File: config.mk
export PLATFORM = sky130hd
export DESIGN_NAME = one_wire_temp_sensor_reader_top
export DESIGN_NICKNAME = d
export VERILOG_FILES = /design/src/rtl/owtr_pkg.sv /design/src/rtl/one_wire_temp_sensor_reader_top.sv
export SDC_FILE = /design/constraint.sdc
export NUM_CORES = 1
export LEC_CHECK = 0
export ABC_CLOCK_PERIOD_IN_PS = 15100
export BUFFER_PORTS_ARGS = -buffer_cell sky130_fd_sc_hd__buf_2
export CELL_PAD_IN_SITES_DETAIL_PLACEMENT = 1
export CELL_PAD_IN_SITES_GLOBAL_PLACEMENT = 1
export CORE_MARGIN = 1
export CORE_UTILIZATION = 51
export DETAILED_ROUTE_END_ITERATION = 8
export PLACE_DENSITY = 0.95
export SLEW_MARGIN = 40
export SYNTH_ARGS = -nofsm -noshare
export SYNTH_HDL_FRONTEND = slang
export SYNTH_SLANG_ARGS = --single-unit
File: constraint.sdc
create_clock -name i_clk -period 15.1 [get_ports i_clk]
set_input_delay 0.755 -clock i_clk [delete_from_list [all_inputs] [get_ports i_clk]]
set_output_delay 0.755 -clock i_clk [all_outputs]
set_load 0.01 [all_outputs]
File: src/rtl/owtr_pkg.sv
// Package for the single-wire temperature reader.
// Holds sequence and slot state types, command bytes and register indexes.
// No dependencies.
package owtr_pkg;

    localparam int NUM_REGS = 8;
    localparam int REG_W    = 16;
    localparam int IDX_W    = 3;

    typedef logic [REG_W-1:0] t_cfg_reg;
    typedef t_cfg_reg t_cfg_arr [NUM_REGS];

    localparam logic [IDX_W-1:0] REG_RESET_HIGH   = 3'd0;
    localparam logic [IDX_W-1:0] REG_RESET_LOW    = 3'd1;
    localparam logic [IDX_W-1:0] REG_PRESENCE     = 3'd2;
    localparam logic [IDX_W-1:0] REG_SLOT_START   = 3'd3;
    localparam logic [IDX_W-1:0] REG_WRITE_HOLD   = 3'd4;
    localparam logic [IDX_W-1:0] REG_WRITE_RECOV  = 3'd5;
    localparam logic [IDX_W-1:0] REG_READ_SAMPLE  = 3'd6;
    localparam logic [IDX_W-1:0] REG_READ_RECOV   = 3'd7;

    localparam t_cfg_arr CFG_RESET = '{
        16'd10, 16'd600, 16'd500, 16'd1, 16'd60, 16'd60, 16'd10, 16'd20
    };

    localparam logic [7:0] CMD_SKIP_ROM = 8'hCC;
    localparam logic [7:0] CMD_CONVERT  = 8'h44;
    localparam logic [7:0] CMD_READ_PAD = 8'hBE;

    typedef enum logic [8:0] {
        ST_IDLE    = 9'b000000001,
        ST_RESET_A = 9'b000000010,
        ST_SKIP_A  = 9'b000000100,
        ST_CONVERT = 9'b000001000,
        ST_RESET_B = 9'b000010000,
        ST_SKIP_B  = 9'b000100000,
        ST_READ_PD = 9'b001000000,
        ST_READ_LO = 9'b010000000,
        ST_READ_HI = 9'b100000000
    } t_step;

    typedef enum logic [2:0] {
        PH_OPEN  = 3'b001,
        PH_MID   = 3'b010,
        PH_CLOSE = 3'b100
    } t_phase;

endpackage

File: src/rtl/one_wire_temp_sensor_reader_top.sv
// Top level of the single-wire temperature reader.
// Uses owtr_pkg for state types, command bytes and register indexes.
//
// Usage:
//   Input channel (i_in_valid / o_in_ready) carries one bus tick per request:
//   i_start_req and the sampled line level i_bus_level. Each accepted request
//   yields exactly one result request on the output channel (o_out_valid /
//   i_out_ready): o_drive_low, o_busy_res, o_done_res, o_raw_reading and
//   o_temperature_tenths for that tick.
//   Results are registered and valid the cycle after acceptance; throughput is
//   one request per cycle unless stalled, set by the single result register.
//   A start taken while idle runs reset, skip-ROM, convert, reset, skip-ROM,
//   read-scratchpad and two read bytes; every phase lasts max(register,1)
//   ticks. o_done_res marks the tick that ends the last read slot.
//   When the receiver stalls with a result pending, o_in_ready drops and the
//   sequencer holds; a result being taken frees the register the same cycle.
//   Synchronous reset clears the sequencer, the reading and the output valid,
//   and loads the timing registers with their defaults.
//   Configuration writes (i_cfg_we, i_cfg_idx, i_cfg_data) take effect at once
//   and are meant for idle periods only.
module one_wire_temp_sensor_reader_top #(
    parameter int COUNTER_BITS = 16
) (
    input  logic                            i_clk,
    input  logic                            i_rst_n,
    input  logic                            i_cfg_we,
    input  logic [owtr_pkg::IDX_W-1:0]      i_cfg_idx,
    input  logic [owtr_pkg::REG_W-1:0]      i_cfg_data,
    input  logic                            i_in_valid,
    output logic                            o_in_ready,
    input  logic                            i_start_req,
    input  logic                            i_bus_level,
    output logic                            o_out_valid,
    input  logic                            i_out_ready,
    output logic                            o_drive_low,
    output logic                            o_busy_res,
    output logic                            o_done_res,
    output logic [15:0]                     o_raw_reading,
    output logic [15:0]                     o_temperature_tenths
);

    localparam int CW = (COUNTER_BITS > owtr_pkg::REG_W) ? COUNTER_BITS : owtr_pkg::REG_W;

    owtr_pkg::t_cfg_arr        r_cfg;
    owtr_pkg::t_step           r_step, n_step;
    owtr_pkg::t_phase          r_phase, n_phase;
    logic [COUNTER_BITS-1:0]   r_tick, n_tick;
    logic [2:0]                r_bit, n_bit;
    logic [7:0]                r_shift, n_shift;
    logic [7:0]                r_low, n_low;
    logic [15:0]               r_last, n_last;

    logic                      r_out_valid;
    logic                      r_drive, n_drive;
    logic                      r_busy, n_busy;
    logic                      r_done, n_done;
    logic [15:0]               r_raw;
    logic [15:0]               r_tenths, n_tenths;

    owtr_pkg::t_step           c_step;
    owtr_pkg::t_phase          c_phase;
    logic [COUNTER_BITS-1:0]   c_tick;
    logic [2:0]                c_bit;
    logic [7:0]                c_shift;
    logic                      w_accept;
    logic                      w_is_reset;
    logic                      w_is_read;
    logic [7:0]                w_cmd;
    logic [owtr_pkg::REG_W-1:0] w_reg, w_len;
    logic [CW:0]               w_tick_inc, w_len_ext;
    logic                      w_phase_end;
    logic [18:0]               w_times5;

    assign o_in_ready = !r_out_valid || i_out_ready;
    assign w_accept   = i_in_valid && o_in_ready;

    // Normalize the current state and take a start request.
    always_comb begin
        c_step  = r_step;
        c_phase = r_phase;
        c_tick  = r_tick;
        c_bit   = r_bit;
        c_shift = r_shift;
        unique case (r_step)
            owtr_pkg::ST_IDLE, owtr_pkg::ST_RESET_A, owtr_pkg::ST_SKIP_A,
            owtr_pkg::ST_CONVERT, owtr_pkg::ST_RESET_B, owtr_pkg::ST_SKIP_B,
            owtr_pkg::ST_READ_PD, owtr_pkg::ST_READ_LO, owtr_pkg::ST_READ_HI: begin
            end
            default: begin
                c_step  = owtr_pkg::ST_IDLE;
                c_phase = owtr_pkg::PH_OPEN;
                c_tick  = '0;
            end
        endcase
        if (c_step == owtr_pkg::ST_IDLE && i_start_req) begin
            c_step  = owtr_pkg::ST_RESET_A;
            c_phase = owtr_pkg::PH_OPEN;
            c_tick  = '0;
            c_bit   = '0;
            c_shift = '0;
        end
    end

    assign w_is_reset = (c_step == owtr_pkg::ST_RESET_A) || (c_step == owtr_pkg::ST_RESET_B);
    assign w_is_read  = (c_step == owtr_pkg::ST_READ_LO) || (c_step == owtr_pkg::ST_READ_HI);

    always_comb begin
        priority if (c_step == owtr_pkg::ST_CONVERT) begin
            w_cmd = owtr_pkg::CMD_CONVERT;
        end else if (c_step == owtr_pkg::ST_READ_PD) begin
            w_cmd = owtr_pkg::CMD_READ_PAD;
        end else begin
            w_cmd = owtr_pkg::CMD_SKIP_ROM;
        end
    end

    always_comb begin
        unique case (c_phase)
            owtr_pkg::PH_OPEN:
                w_reg = w_is_reset ? r_cfg[owtr_pkg::REG_RESET_HIGH]
                                   : r_cfg[owtr_pkg::REG_SLOT_START];
            owtr_pkg::PH_MID:
                w_reg = w_is_reset ? r_cfg[owtr_pkg::REG_RESET_LOW]
                      : w_is_read  ? r_cfg[owtr_pkg::REG_READ_SAMPLE]
                                   : r_cfg[owtr_pkg::REG_WRITE_HOLD];
            owtr_pkg::PH_CLOSE:
                w_reg = w_is_reset ? r_cfg[owtr_pkg::REG_PRESENCE]
                      : w_is_read  ? r_cfg[owtr_pkg::REG_READ_RECOV]
                                   : r_cfg[owtr_pkg::REG_WRITE_RECOV];
            default:
                w_reg = '0;
        endcase
    end

    assign w_len      = (w_reg == '0) ? {{(owtr_pkg::REG_W - 1){1'b0}}, 1'b1} : w_reg;
    assign w_tick_inc = {{(CW + 1 - COUNTER_BITS){1'b0}}, c_tick} + (CW + 1)'(1);
    assign w_len_ext  = {{(CW + 1 - owtr_pkg::REG_W){1'b0}}, w_len};

    always_comb begin
        n_step  = c_step;
        n_phase = c_phase;
        n_tick  = c_tick;
        n_bit   = c_bit;
        n_shift = c_shift;
        n_low   = r_low;
        n_last  = r_last;
        n_drive = 1'b0;
        n_busy  = 1'b0;
        n_done  = 1'b0;
        w_phase_end = 1'b0;
        if (c_step != owtr_pkg::ST_IDLE) begin
            n_busy = 1'b1;
            unique case (c_phase)
                owtr_pkg::PH_OPEN:  n_drive = !w_is_reset;
                owtr_pkg::PH_MID:   n_drive = w_is_reset || (!w_is_read && !w_cmd[c_bit]);
                owtr_pkg::PH_CLOSE: n_drive = 1'b0;
                default:            n_drive = 1'b0;
            endcase
            unique case (c_phase)
                owtr_pkg::PH_OPEN, owtr_pkg::PH_MID, owtr_pkg::PH_CLOSE:
                    w_phase_end = (w_tick_inc >= w_len_ext) || (c_tick == '1);
                default: begin
                    w_phase_end = 1'b1;
                    n_drive     = 1'b0;
                    n_phase     = owtr_pkg::PH_CLOSE;
                end
            endcase
            if (!w_phase_end) begin
                n_tick = c_tick + COUNTER_BITS'(1);
            end else begin
                n_tick = '0;
                if (w_is_read && c_phase == owtr_pkg::PH_MID) begin
                    n_shift = {i_bus_level, c_shift[7:1]};
                end
                unique case (n_phase)
                    owtr_pkg::PH_OPEN: n_phase = owtr_pkg::PH_MID;
                    owtr_pkg::PH_MID:  n_phase = owtr_pkg::PH_CLOSE;
                    default: begin
                        n_phase = owtr_pkg::PH_OPEN;
                        if (w_is_reset) begin
                            n_step = (c_step == owtr_pkg::ST_RESET_A) ? owtr_pkg::ST_SKIP_A
                                                                      : owtr_pkg::ST_SKIP_B;
                        end else begin
                            n_bit = c_bit + 3'd1;
                            if (c_bit == 3'd7) begin
                                unique case (c_step)
                                    owtr_pkg::ST_SKIP_A:  n_step = owtr_pkg::ST_CONVERT;
                                    owtr_pkg::ST_CONVERT: n_step = owtr_pkg::ST_RESET_B;
                                    owtr_pkg::ST_SKIP_B:  n_step = owtr_pkg::ST_READ_PD;
                                    owtr_pkg::ST_READ_PD: n_step = owtr_pkg::ST_READ_LO;
                                    owtr_pkg::ST_READ_LO: begin
                                        n_low  = n_shift;
                                        n_step = owtr_pkg::ST_READ_HI;
                                    end
                                    owtr_pkg::ST_READ_HI: begin
                                        n_last = {n_shift, r_low};
                                        n_done = 1'b1;
                                        n_step = owtr_pkg::ST_IDLE;
                                    end
                                    default: n_step = owtr_pkg::ST_IDLE;
                                endcase
                            end
                        end
                    end
                endcase
            end
        end
    end

    assign w_times5 = {1'b0, n_last, 2'b00} + {3'b000, n_last} + 19'd4;
    assign n_tenths = w_times5[18:3];

    always_ff @(posedge i_clk) begin
        if (!i_rst_n) begin
            r_cfg       <= owtr_pkg::CFG_RESET;
            r_step      <= owtr_pkg::ST_IDLE;
            r_phase     <= owtr_pkg::PH_OPEN;
            r_tick      <= '0;
            r_bit       <= '0;
            r_shift     <= '0;
            r_low       <= '0;
            r_last      <= '0;
            r_out_valid <= 1'b0;
        end else begin
            if (i_cfg_we) begin
                r_cfg[i_cfg_idx] <= i_cfg_data;
            end
            if (w_accept) begin
                r_step  <= n_step;
                r_phase <= n_phase;
                r_tick  <= n_tick;
                r_bit   <= n_bit;
                r_shift <= n_shift;
                r_low   <= n_low;
                r_last  <= n_last;
            end
            if (w_accept) begin
                r_out_valid <= 1'b1;
            end else if (i_out_ready) begin
                r_out_valid <= 1'b0;
            end
        end
    end

    always_ff @(posedge i_clk) begin
        if (w_accept) begin
            r_drive  <= n_drive;
            r_busy   <= n_busy;
            r_done   <= n_done;
            r_raw    <= n_last;
            r_tenths <= n_tenths;
        end
    end

    assign o_out_valid          = r_out_valid;
    assign o_drive_low          = r_drive;
    assign o_busy_res           = r_busy;
    assign o_done_res           = r_done;
    assign o_raw_reading        = r_raw;
    assign o_temperature_tenths = r_tenths;

endmodule

=== Word-level counts from Yosys, hierarchy flattened ===
Cells that the tools add are included.

* Add/subtract/negate cells: 5
* Magnitude comparators: 4
* Equal/unequal tests: 26
* Mux-type cells: 56
* Bitwise operators: 6
* Reduce and logical (&&, ||, !) cells: 22

{| class="wikitable"
|+ Operators by type and width
! cell !! count
|-
| 16-bit two-way mux || 17
|-
| 128-bit bitwise mux || 1
|-
| 9-bit two-way mux || 7
|-
| 16-bit demux with 3-bit select || 1
|-
| 16-bit case mux with 3 select lines || 1
|-
| 9-bit case mux with 5 select lines || 1
|-
| 8-bit two-way mux || 5
|-
| 3-bit two-way mux || 11
|-
| 18-bit by 16-bit adder with 19-bit output || 1
|-
| 19-bit by 3-bit adder with 19-bit output, second input constant || 1
|-
| 9-bit by 1-bit == test with 1-bit output, second input constant || 2
|-
| 9-bit by 2-bit == test with 1-bit output, second input constant || 2
|-
| 9-bit by 3-bit == test with 1-bit output, second input constant || 2
|-
| 9-bit by 4-bit == test with 1-bit output, second input constant || 2
|-
| 9-bit by 5-bit == test with 1-bit output, second input constant || 2
|-
| 9-bit by 6-bit == test with 1-bit output, second input constant || 2
|-
| 9-bit by 7-bit == test with 1-bit output, second input constant || 2
|-
| 9-bit by 8-bit == test with 1-bit output, second input constant || 2
|-
| 9-bit == test, second input constant || 2
|-
| 16-bit by 1-bit adder with 17-bit output, second input constant || 1
|-
| 17-bit by 16-bit greater-or-equal comparator with 1-bit output || 1
|-
| 16-bit by 1-bit adder with 16-bit output, second input constant || 1
|-
| 16-bit == test, second input constant || 1
|-
| 16-bit logical NOT || 1
|-
| other kinds (26) || 50
|}

* Register bits after elaboration: 227
* Input bits: 26

=== Longest topological paths before layout ===
Gate-level depths: netlist of the first run.

* Depth in word-level cells: 21
* Depth in mapped cells: 39
* Depth with buffers taken out: 34

=== Worst setup path before layout of the first run ===
OpenSTA, ideal clock, no wires.

* Kind: register to register
* Start: register r_step[6]
* End: register r_tenths[15] (netlist: o_temperature_tenths[15]), data pin
* Setup time: 0.255 ns
* Arrival time: 7.308 ns
* Data required time: 14.845 ns
* Slack: 7.537 ns
* Stages on the path, launching flop included: 35
* Period minus slack after synthesis: 7.563 ns
* Cell sequence: dfxtp_1 buf_2 nor3_4 a21oi_2 a211oi_2 buf_2 buf_2 buf_4 mux2_2 a222oi_1 mux2i_1 a31o_1 ha_1 nor2b_1 o31ai_1 a21oi_1 o21ai_0 a31oi_1 o21ai_2 or4_1 buf_6 buf_1 nand2_1 nand2_1 ha_1 ha_1 a21o_1 a21oi_1 o21bai_1 a21o_1 a21oi_1 o21ai_0 o41ai_1 o211ai_1 o21ba_1

* Longest elaborated chain between the ends: 21

{| class="wikitable"
|+ RTL lines
! what !! line !! source
|-
| start, declared || one_wire_temp_sensor_reader_top.sv:45 || <nowiki>owtr_pkg::t_step r_step, n_step;</nowiki>
|-
| start signal, assigned || one_wire_temp_sensor_reader_top.sv:216 || <nowiki>r_step <= owtr_pkg::ST_IDLE;</nowiki>
|-
| start signal, assigned || one_wire_temp_sensor_reader_top.sv:229 || <nowiki>r_step <= n_step;</nowiki>
|-
| 9-bit by 1-bit == test with 1-bit output, or another cell as far along || one_wire_temp_sensor_reader_top.sv:84 || <nowiki>unique case (r_step)</nowiki>
|-
| 9-bit OR reduction || one_wire_temp_sensor_reader_top.sv:84 ||
|-
| 9-bit two-way mux || one_wire_temp_sensor_reader_top.sv:84 ||
|-
| 9-bit by 1-bit == test with 1-bit output || one_wire_temp_sensor_reader_top.sv:95 || <nowiki>if (c_step == owtr_pkg::ST_IDLE && i_start_req) begin</nowiki>
|-
| 1-bit logical AND || one_wire_temp_sensor_reader_top.sv:95 ||
|-
| 9-bit two-way mux || one_wire_temp_sensor_reader_top.sv:95 ||
|-
| 9-bit by 8-bit == test with 1-bit output / 9-bit == test (equally long branches) || one_wire_temp_sensor_reader_top.sv:105, one_wire_temp_sensor_reader_top.sv:186 ||
|-
| 1-bit logical OR || one_wire_temp_sensor_reader_top.sv:105 || <nowiki>assign w_is_read = (c_step == owtr_pkg::ST_READ_LO) || (c_step == owtr_pkg::ST_READ_HI);</nowiki>
|-
| [7 not listed] || n/a ||
|-
| 1-bit two-way mux || one_wire_temp_sensor_reader_top.sv:159 || <nowiki>unique case (c_phase)</nowiki>
|-
| 1-bit two-way mux || one_wire_temp_sensor_reader_top.sv:151 || <nowiki>if (c_step != owtr_pkg::ST_IDLE) begin</nowiki>
|-
| 16-bit two-way mux || one_wire_temp_sensor_reader_top.sv:168 || <nowiki>if (!w_phase_end) begin</nowiki>
|-
| 16-bit two-way mux * || one_wire_temp_sensor_reader_top.sv:151 ||
|-
| via n_last[4] || one_wire_temp_sensor_reader_top.sv:51 || <nowiki>logic [15:0] r_last, n_last;</nowiki>
|-
| 18-bit by 16-bit adder with 19-bit output * || one_wire_temp_sensor_reader_top.sv:210 || <nowiki>assign w_times5 = {1'b0, n_last, 2'b00} + {3'b000, n_last} + 19'd4;</nowiki>
|-
| 19-bit by 3-bit adder with 19-bit output * || one_wire_temp_sensor_reader_top.sv:210 ||
|-
| via w_times5[18] || one_wire_temp_sensor_reader_top.sv:72 || <nowiki>logic [18:0] w_times5;</nowiki>
|-
| end signal, assigned || one_wire_temp_sensor_reader_top.sv:251 || <nowiki>r_tenths <= n_tenths;</nowiki>
|-
| end, declared || one_wire_temp_sensor_reader_top.sv:58 || <nowiki>logic [15:0] r_tenths, n_tenths;</nowiki>
|}

Mark *: on every way through the listed nets, which the timed path passes. The rest lies on a longest branch. The select of a mux whose other input is x is not followed.
A chain may end at the register's enable or synchronous reset.

=== Final worst setup path of the first run ===
* Start: register r_step[6]
* End: register r_tenths[13] (netlist: o_temperature_tenths[13]), data pin

The elaborated chain is that of the path after synthesis.

==> flow_metrics.py, run 1 <==
metrics = {
    "sta": {
        "period_share_pct": 67.82,
        "timing.fmax_ghz": 0.09764,
        "slew_viol_final": 0,
        "finalSetupViolCount": 0,
        "skew_ns": 0.02579,
        "tightest_slew_ns": 0.9159,
        "finalSetupTns_ns": 0,
        "relSlewSlack_pct": 38.57,
        "worst_slack_ns": 4.859,
        "finalHoldViolations": 0,
        "grt_setup_unrepaired": "no",
        "whs_ns": 0.4620,
        "period_minus_slack_ns": 10.24,
    },
    "layout": {
        "stdcell_count": 1696,
        "drive_above_1_share_pct": 13.35,
        "num-nets-final": 1470,
        "n_antenna_cell": 0,
        "synthToLayoutAreaGrowth_pct": 11.30,
    },
    "synth": {
        "avgSynthCellArea_um2": 8.447,
        "yosysWarnings": 0,
        "synthesis.nets": 1454,
        "ys_ff_latch": 227,
        "yosysTopAreaCell": "dfxtp_1",
        "synth-edff-count": 35,
        "post_synth_num_cell_types": 88,
        "synth_async_sr_flop_share_pct": 0,
        "synth-main-ff-cell": "dfxtp_1",
        "yosysSeqAreaShare_pct": 41.96,
        "synth_top_area_share_pct": 32.95,
        "ys_top_cells_by_area": "dfxtp_1, nand2_1, edfxtp_1",
        "syn_inst": 1381,
        "synth_area_um2": 11660,
    },
    "clock_network": {
        "cts_max_level": 1,
        "numCtsBuffers": 26,
        "cts_setup_buffers": 0,
        "clkTransAtPathRegs_ns": 0.06,
        "cts_tree": "done",
        "clockBufferDepth": 3,
        "cts.sinks": 227,
        "root_buffer": "clkbuf_16",
        "clk_latency_ns": 0.56,
        "cts_resized": 0,
        "postCtsHoldBufs": 0,
    },
    "detailed_routing": {
        "detail-route-antenna-nets": 0,
        "wl_um": 43410,
        "num_vias": 11450,
        "vias_per_cell": 6.751,
        "drt_iter0_markers": 1398,
        "dr.pass1.iters": 6,
        "routedWlPerCell_um": 25.59,
        "drcViolationCount": 0,
    },
    "critical_path": {
        "crit_required_ns": 15.45,
        "cp.arrival_ns": 10.59,
        "rr_worst_depth": 32,
        "cp_slowest_cell": "o21ai_2",
        "slowest_delay_ns": 0.72,
        "path_max_fanout": 42,
        "start_kind": "register",
        "path_class": "reg2reg",
        "cp-end-kind": "register",
    },
    "min_path": {
        "hold_class": "reg2reg",
        "whs_path_depth": 2,
    },
    "power": {
        "switching_power_w": 0.0004213,
        "power_leakage_nw": 5.003,
        "power.internal_w": 0.001044,
        "pwr-share-comb_pct": 13.7,
        "pwr_density_cell_nw_per_um2": 112.8,
        "p_total_w": 0.001465,
        "clockPowerShare_pct": 42.6,
        "p_sw_share_pct": 28.75,
        "p_seq_share_pct": 43.7,
        "ir_worst_vdd_mv": 0.1019,
    },
    "grt": {
        "grt_pass1_vias": 12010,
        "grt_max_degree": 86,
        "grt-ovfl-total": 0,
        "grt_first_pass_wirelength_um": 67520,
        "antenna_found_initial": 0,
        "grt_usage_pct": 36.42,
    },
    "floorplanning": {
        "io_pins": 63,
        "start_util_pct": 52.80,
        "die_w_um": 153.2,
        "core_area_um2": 22090,
        "die_y_um": 153.2,
        "die-area_um2": 23480,
        "fp-row-count": 54,
    },
    "placement": {
        "place_inst": 1648,
        "pre_cts_slack_ns": 5.223,
        "globalplace.congestion": 0.9338,
        "dp_hpwl_um": 25780,
        "portBuffers": 62,
    },
    "status": {
        "run_status": "completed",
    },
    "flow_run": {
        "maxCapViolations": 0,
    },
}
cells in the mapped netlist (all sizes together), types with 4 or more instances:
master   instances
ha              46
nor2b           28
nand2          372
mux2i           36
a21oi          103
a32oi            7
a31o             5
dfxtp          192
xnor2           10
o22ai            5
a21o             8
nand2b           8
nor2            53
o21a            10
nor4             6
o2111ai          4
mux2            24
a31oi            7
nor4b            4
inv             25
nor3            19
o21ai           26
nand4           13
a222oi          16
a22oi           25
buf             26
and2             6
xor2            18
nand3           58
a21boi          31
a32o             4
and3            11
clkbuf          68
a22o            15
o31ai            9
edfxtp          35
layout by cell type (no fill, tap or decap), types with 28 or more instances in the layout:
cell type | Yosys | routed
nand2_1 | 370 | 370
dfxtp_1 | 192 | 192
a21oi_1 | 101 | 101
buf_2 | 17 | 61
nand3_1 | 58 | 55
nor2_1 | 52 | 50
ha_1 | 46 | 46
mux2i_1 | 36 | 36
edfxtp_1 | 35 | 35
a21boi_0 | 31 | 31
nor2b_1 | 28 | 28
sequential cells by signal (all words and copies together) (netlist names), 8 cells and up:
name / cells
r_cfg: 128
o_raw_reading: 16
o_temperature_tenths: 16
r_last: 16
r_tick: 16
r_step: 9
r_low: 8
r_shift: 8
power groups by stage:
| stage | clock (W) | sequential, W | combinational, W |
|---|---|---|---|
| floorplan | 0 | 0.000652 | 0.000124 |
| global placement | 0 | 0.000651 | 0.000173 |
| detailed placement | 0 | 0.000652 | 0.000181 |
| CTS | 0.000621 | 0.000639 | 0.000191 |
| global route | 0.000644 | 0.000641 | 0.000210 |
| finish | 0.000624 | 0.000640 | 0.000201 |
critical path, delay by kind of cell (launching register included):
kind / cells / cell delay, ns
DFF: 1 / 0.61
xor gates and xnor gates: 1 / 0.34
adders and majority gates: 3 / 0.78
AOI/OAI and AO/OA: 17 / 4.48
and+or+nand+nor: 7 / 2.16
muxes: 2 / 0.70
buffers and inverters: 2 / 0.91
area by class of cell:
class                      instances  area (um^2)
sequential                       227         4895
inverter                          28        111.4
tap                              280        350.3
clock buffer                      39        770.7
fill                            2542         9111
clock inverter                     8        47.55
timing repair buffer              82        479.2
multi-input combinational       1032         6329
layer usage:
| layer | track usage, % | part of all wire [%] | vias to the layer above |
|---|---|---|---|
| met4 | 21.65 | 5.7 | 0 |
| met3 | 6.606 | 8.0 | 234 |
| met1 | 42.57 | 38 | 5640 |
| met2 | 62.34 | 48 | 668 |
| li1 | - | - | 4908 |
| met5 | 0 | 0 | - |
stage by stage:
stage               utilization (%)  cell area [um^2]
floorplan                         -             11660
global route                  58.76             12980
CTS                           58.63             12950
global placement              54.66             12080
detailed placement            54.93             12140
finish                        58.76             12980
path summary, 6_finish.rpt:
path / start / endpoint / slack, ns
max: r_step[6]$_SDFFE_PN0P_ / o_temperature_tenths[13]$_DFFE_PP_ / 4.86
min: r_cfg[73]$_SDFFE_PN0P_ / r_cfg[73]$_SDFFE_PN0P_ / 0.46
max reg2reg: r_step[6]$_SDFFE_PN0P_ / o_temperature_tenths[13]$_DFFE_PP_ / 4.86
min reg2reg: r_cfg[73]$_SDFFE_PN0P_ / r_cfg[73]$_SDFFE_PN0P_ / 0.46
cells by family (layout without fill, tap and decap cells):
| family | count (synthesis) | in the layout | share of synthesized area (%) |
|---|---|---|---|
| adders and majority gates | 47 | 47 | 5.106 |
| and+or+nand+nor | 588 | 588 | 22.39 |
| DFF | 227 | 227 | 41.96 |
| xor gates and xnor gates | 28 | 28 | 2.102 |
| buffers and inverters | 122 | 157 | 4.526 |
| AOI/OAI and AO/OA | 309 | 309 | 18.51 |
| muxes | 60 | 60 | 5.406 |
Note: power is estimated with default switching activity, not from simulation.
==> run 2: changes to the inputs <==
--- a/config.mk
+++ b/config.mk
@@ -5,14 +5,15 @@
 export SDC_FILE = /design/constraint.sdc
 export NUM_CORES = 1
 export LEC_CHECK = 0
-export ABC_CLOCK_PERIOD_IN_PS = 15100
+export ABC_AREA = 1
+export ABC_CLOCK_PERIOD_IN_PS = 8440
 export BUFFER_PORTS_ARGS = -buffer_cell sky130_fd_sc_hd__buf_2
 export CELL_PAD_IN_SITES_DETAIL_PLACEMENT = 1
 export CELL_PAD_IN_SITES_GLOBAL_PLACEMENT = 1
 export CORE_MARGIN = 1
-export CORE_UTILIZATION = 51
+export CORE_UTILIZATION = 41
 export DETAILED_ROUTE_END_ITERATION = 8
-export PLACE_DENSITY = 0.95
+export PLACE_DENSITY = 0.87
 export SLEW_MARGIN = 40
 export SYNTH_ARGS = -nofsm -noshare
 export SYNTH_HDL_FRONTEND = slang
==> constraint.sdc (replaced) <==
create_clock -name i_clk -period 8.44 [get_ports i_clk]
set_input_delay 0.422 -clock i_clk [delete_from_list [all_inputs] [get_ports i_clk]]
set_output_delay 0.422 -clock i_clk [all_outputs]
set_load 0.01 [all_outputs]
==> run 2 against run 1 <==
  * First-iteration DRC count decreased by 42%
  * Final cell count up 32%
  * Largest power group unchanged
  * Via count is 5.9% higher
  * Largest cell class unchanged
  * Sequential share of layout area shrank 2.1 points
  * Critical path depth increased by 16
  * Fmax up 33%
  * Total power is 100% higher
  * Flip-flop and latch count stayed put
  * Synthesized area up 6.6%
  * Clock skew shrank 0.0058 ns
==> flow_metrics.py, run 2 <==
metrics = {
    "critical_path": {
        "reg2reg_from": "r_step[4]$_SDFFE_PN0P_",
        "crit_required_ns": 8.72,
        "crit_cells": 48,
        "cp_slowest_cell": "buf_4",
        "endpoint": "o_temperature_tenths[14]$_DFFE_PP_",
        "critPathLaunch": "r_step[4]$_SDFFE_PN0P_",
        "start_kind": "register",
        "rr_worst_depth": 48,
        "path_class": "reg2reg",
        "path_max_fanout": 61,
        "cp_common_cell": "nand2_1",
        "critPathBufInv": 9,
        "r2r-end": "o_temperature_tenths[14]$_DFFE_PP_",
        "rrSetupSlack_ns": 0.76,
        "slowest_delay_ns": 0.56,
        "cp.arrival_ns": 7.97,
        "cp-end-kind": "register",
        "critPathTopFamily": "simple AND/OR/NAND/NOR gates",
    },
    "synth": {
        "post_synth_num_cell_types": 50,
        "synthMuxAreaShare_pct": 0,
        "synth_most_common_cell": "nand2_1",
        "synthesis.nets": 1891,
        "synth_area_um2": 12440,
        "synth_compound_area_share_pct": 16.17,
        "synthAdderAreaFrac_pct": 4.788,
        "ys_top_cells_by_area": "dfxtp_1, nand2_1, edfxtp_1",
        "yosys.area_share.simple_pct": 28.47,
        "yosys-top-cells-count": "nand2_1, nor2_1, o21ai_0",
        "ys_ff_latch": 227,
        "syn_inst": 1818,
        "yosysTopAreaCell": "dfxtp_1",
        "synth-edff-count": 35,
        "avgSynthCellArea_um2": 6.842,
        "synth_top_area_share_pct": 30.90,
        "yosysWarnings": 0,
        "yosysSeqAreaShare_pct": 39.35,
        "synth_async_sr_flop_share_pct": 0,
        "synth_top_family_by_area": "simple AND/OR/NAND/NOR gates",
        "synthXorXnorAreaFrac_pct": 1.831,
        "synth-main-ff-cell": "dfxtp_1",
    },
    "layout": {
        "stdcell_count": 2231,
        "layout_common_cells": "nand2_1, nor2_1, o21ai_0",
        "drive_above_1_share_pct": 9.397,
        "stdcell_area_um2": 13760,
        "largest_reg_flops": 128,
        "nFillCells": 3830,
        "n_antenna_cell": 0,
        "max_flop_register": "r_cfg",
        "num-nets-final": 1897,
        "synthToLayoutAreaGrowth_pct": 10.65,
        "layout_commonest_cell": "nand2_1",
    },
    "grt": {
        "grt_pass1_vias": 12730,
        "grt-ovfl-total": 0,
        "gr-usage-met1_pct": 32.34,
        "busiest_layer": "met2",
        "gr-usage-met3_pct": 2.541,
        "grt_first_pass_wirelength_um": 65130,
        "grt_max_degree": 79,
        "grt_usage_pct": 25.94,
        "met2_usage_pct": 46.85,
        "antenna_found_initial": 0,
    },
    "status": {
        "run_status": "completed",
    },
    "sta": {
        "finalSetupTns_ns": 0,
        "relSlewSlack_pct": 43.80,
        "finalHoldViolations": 0,
        "timing.fmax_ghz": 0.1302,
        "worst_slack_ns": 0.7566,
        "skew_ns": 0.01996,
        "finalSetupViolCount": 0,
        "grt_setup_unrepaired": "no",
        "period_share_pct": 91.04,
        "period_minus_slack_ns": 7.683,
        "slew_viol_final": 0,
        "tightest_slew_ns": 0.8417,
    },
    "floorplanning": {
        "io_pins": 63,
        "die_y_um": 176.2,
        "fp-row-count": 63,
        "start_util_pct": 41.86,
        "core_area_um2": 29720,
        "die-area_um2": 31040,
        "die_w_um": 176.2,
    },
    "clock_network": {
        "postCtsHoldBufs": 0,
        "clockBufferDepth": 3,
        "numCtsBuffers": 27,
        "clk_latency_ns": 0.54,
        "cts.sinks": 227,
        "cts_tree": "done",
        "root_buffer": "clkbuf_16",
        "clkTransAtPathRegs_ns": 0.06,
        "cts_max_level": 1,
    },
    "placement": {
        "globalplace.congestion": 0.8728,
        "pre_cts_slack_ns": 0.6277,
        "dp_hpwl_um": 25940,
        "portBuffers": 62,
        "placed_cell_area_um2": 12920,
        "place_inst": 2185,
    },
    "min_path": {
        "hold_class": "in2reg",
    },
    "detailed_routing": {
        "routedWlPerCell_um": 17.90,
        "dr.pass1.iters": 4,
        "drt_iter0_markers": 806,
        "wl_um": 39940,
        "vias_per_cell": 5.435,
        "detail-route-antenna-nets": 0,
        "drcViolationCount": 0,
        "num_vias": 12130,
    },
    "power": {
        "ir_worst_vdd_mv": 0.1867,
        "pwr_density_cell_nw_per_um2": 217.4,
        "power_leakage_nw": 6.389,
    },
    "flow_run": {
        "maxCapViolations": 0,
    },
}
run 2: kinds of logic (layout without fill, tap and decap cells):
family                     after synthesis  after routing
and+or+nand+nor                        860            860
AOI/OAI and AO/OA                      375            375
buffers and inverters                  283            306
DFF                                    227            227
adders and majority gates               47             47
xor gates and xnor gates                26             26
run 2: layout make-up:
cell class / instances / area (um^2) / share of cell area, %
sequential: 227 / 4895 / 35.56
inverter: 177 / 669.4 / 4.863
timing repair buffer: 83 / 490.5 / 3.563
multi-input combinational: 1308 / 6399 / 46.49
clock inverter: 6 / 58.81 / 0.4272
clock buffer: 40 / 764.5 / 5.554
tap: 390 / 488.0 / 3.545
run 2: worst min-delay path by stage:
stage                           start                       end  slack, ns  cells past startpoint
2_1_floorplan  r_cfg[64]$_SDFFE_PN1P_    r_cfg[64]$_SDFFE_PN1P_       0.42                      2
4_1_cts                   i_out_ready  o_out_valid$_SDFFE_PN0P_       0.18                      4
3_5_place_dp   r_cfg[49]$_SDFFE_PN0P_    r_cfg[49]$_SDFFE_PN0P_       0.45                      2
3_3_place_gp   r_cfg[38]$_SDFFE_PN0P_    r_cfg[38]$_SDFFE_PN0P_       0.43                      2
6_report                  i_out_ready  o_out_valid$_SDFFE_PN0P_       0.20                      4
5_1_grt                   i_out_ready  o_out_valid$_SDFFE_PN0P_       0.22                      4
run 2: per-stage QoR:
stage / util, % / total power (W) / hold WS, ns
4_1_cts: 46.26 / 0.003009 / 0.1839
5_1_grt: 46.32 / 0.003125 / 0.2202
3_3_place_gp: 43.41 / 0.001856 / 0.4343
2_1_floorplan: - / 0.001691 / 0.4236
6_report: 46.32 / 0.002993 / 0.1952
3_5_place_dp: 43.49 / 0.001887 / 0.4459
run 2: metal layers:
layer,vias up,part of all wire [%]
met5,-,0
met1,5932,44
met2,233,50
met3,71,3.7
li1,5890,-
met4,0,2.6
run 2: power breakdown:
part	switching, W	internal, W
Combinational	0.000450	0.000205
Sequential	0.0000330	0.00119
Clock	0.000462	0.000651
Total	0.000945	0.00205
run 2: repair_timing:
action                     4_1_cts  5_1_grt
setup endpoints to repair        0        1
setup buffers                    0        0
gates resized for setup          0        3
run 2: worst register-to-register path: cells and delay by family, from the launching register on:
family	cells	cell delay, ns
buffers and inverters	9	1.62
adders and majority gates	3	1.07
DFF	1	0.34
and+or+nand+nor	27	3.08
AOI/OAI and AO/OA	9	1.33
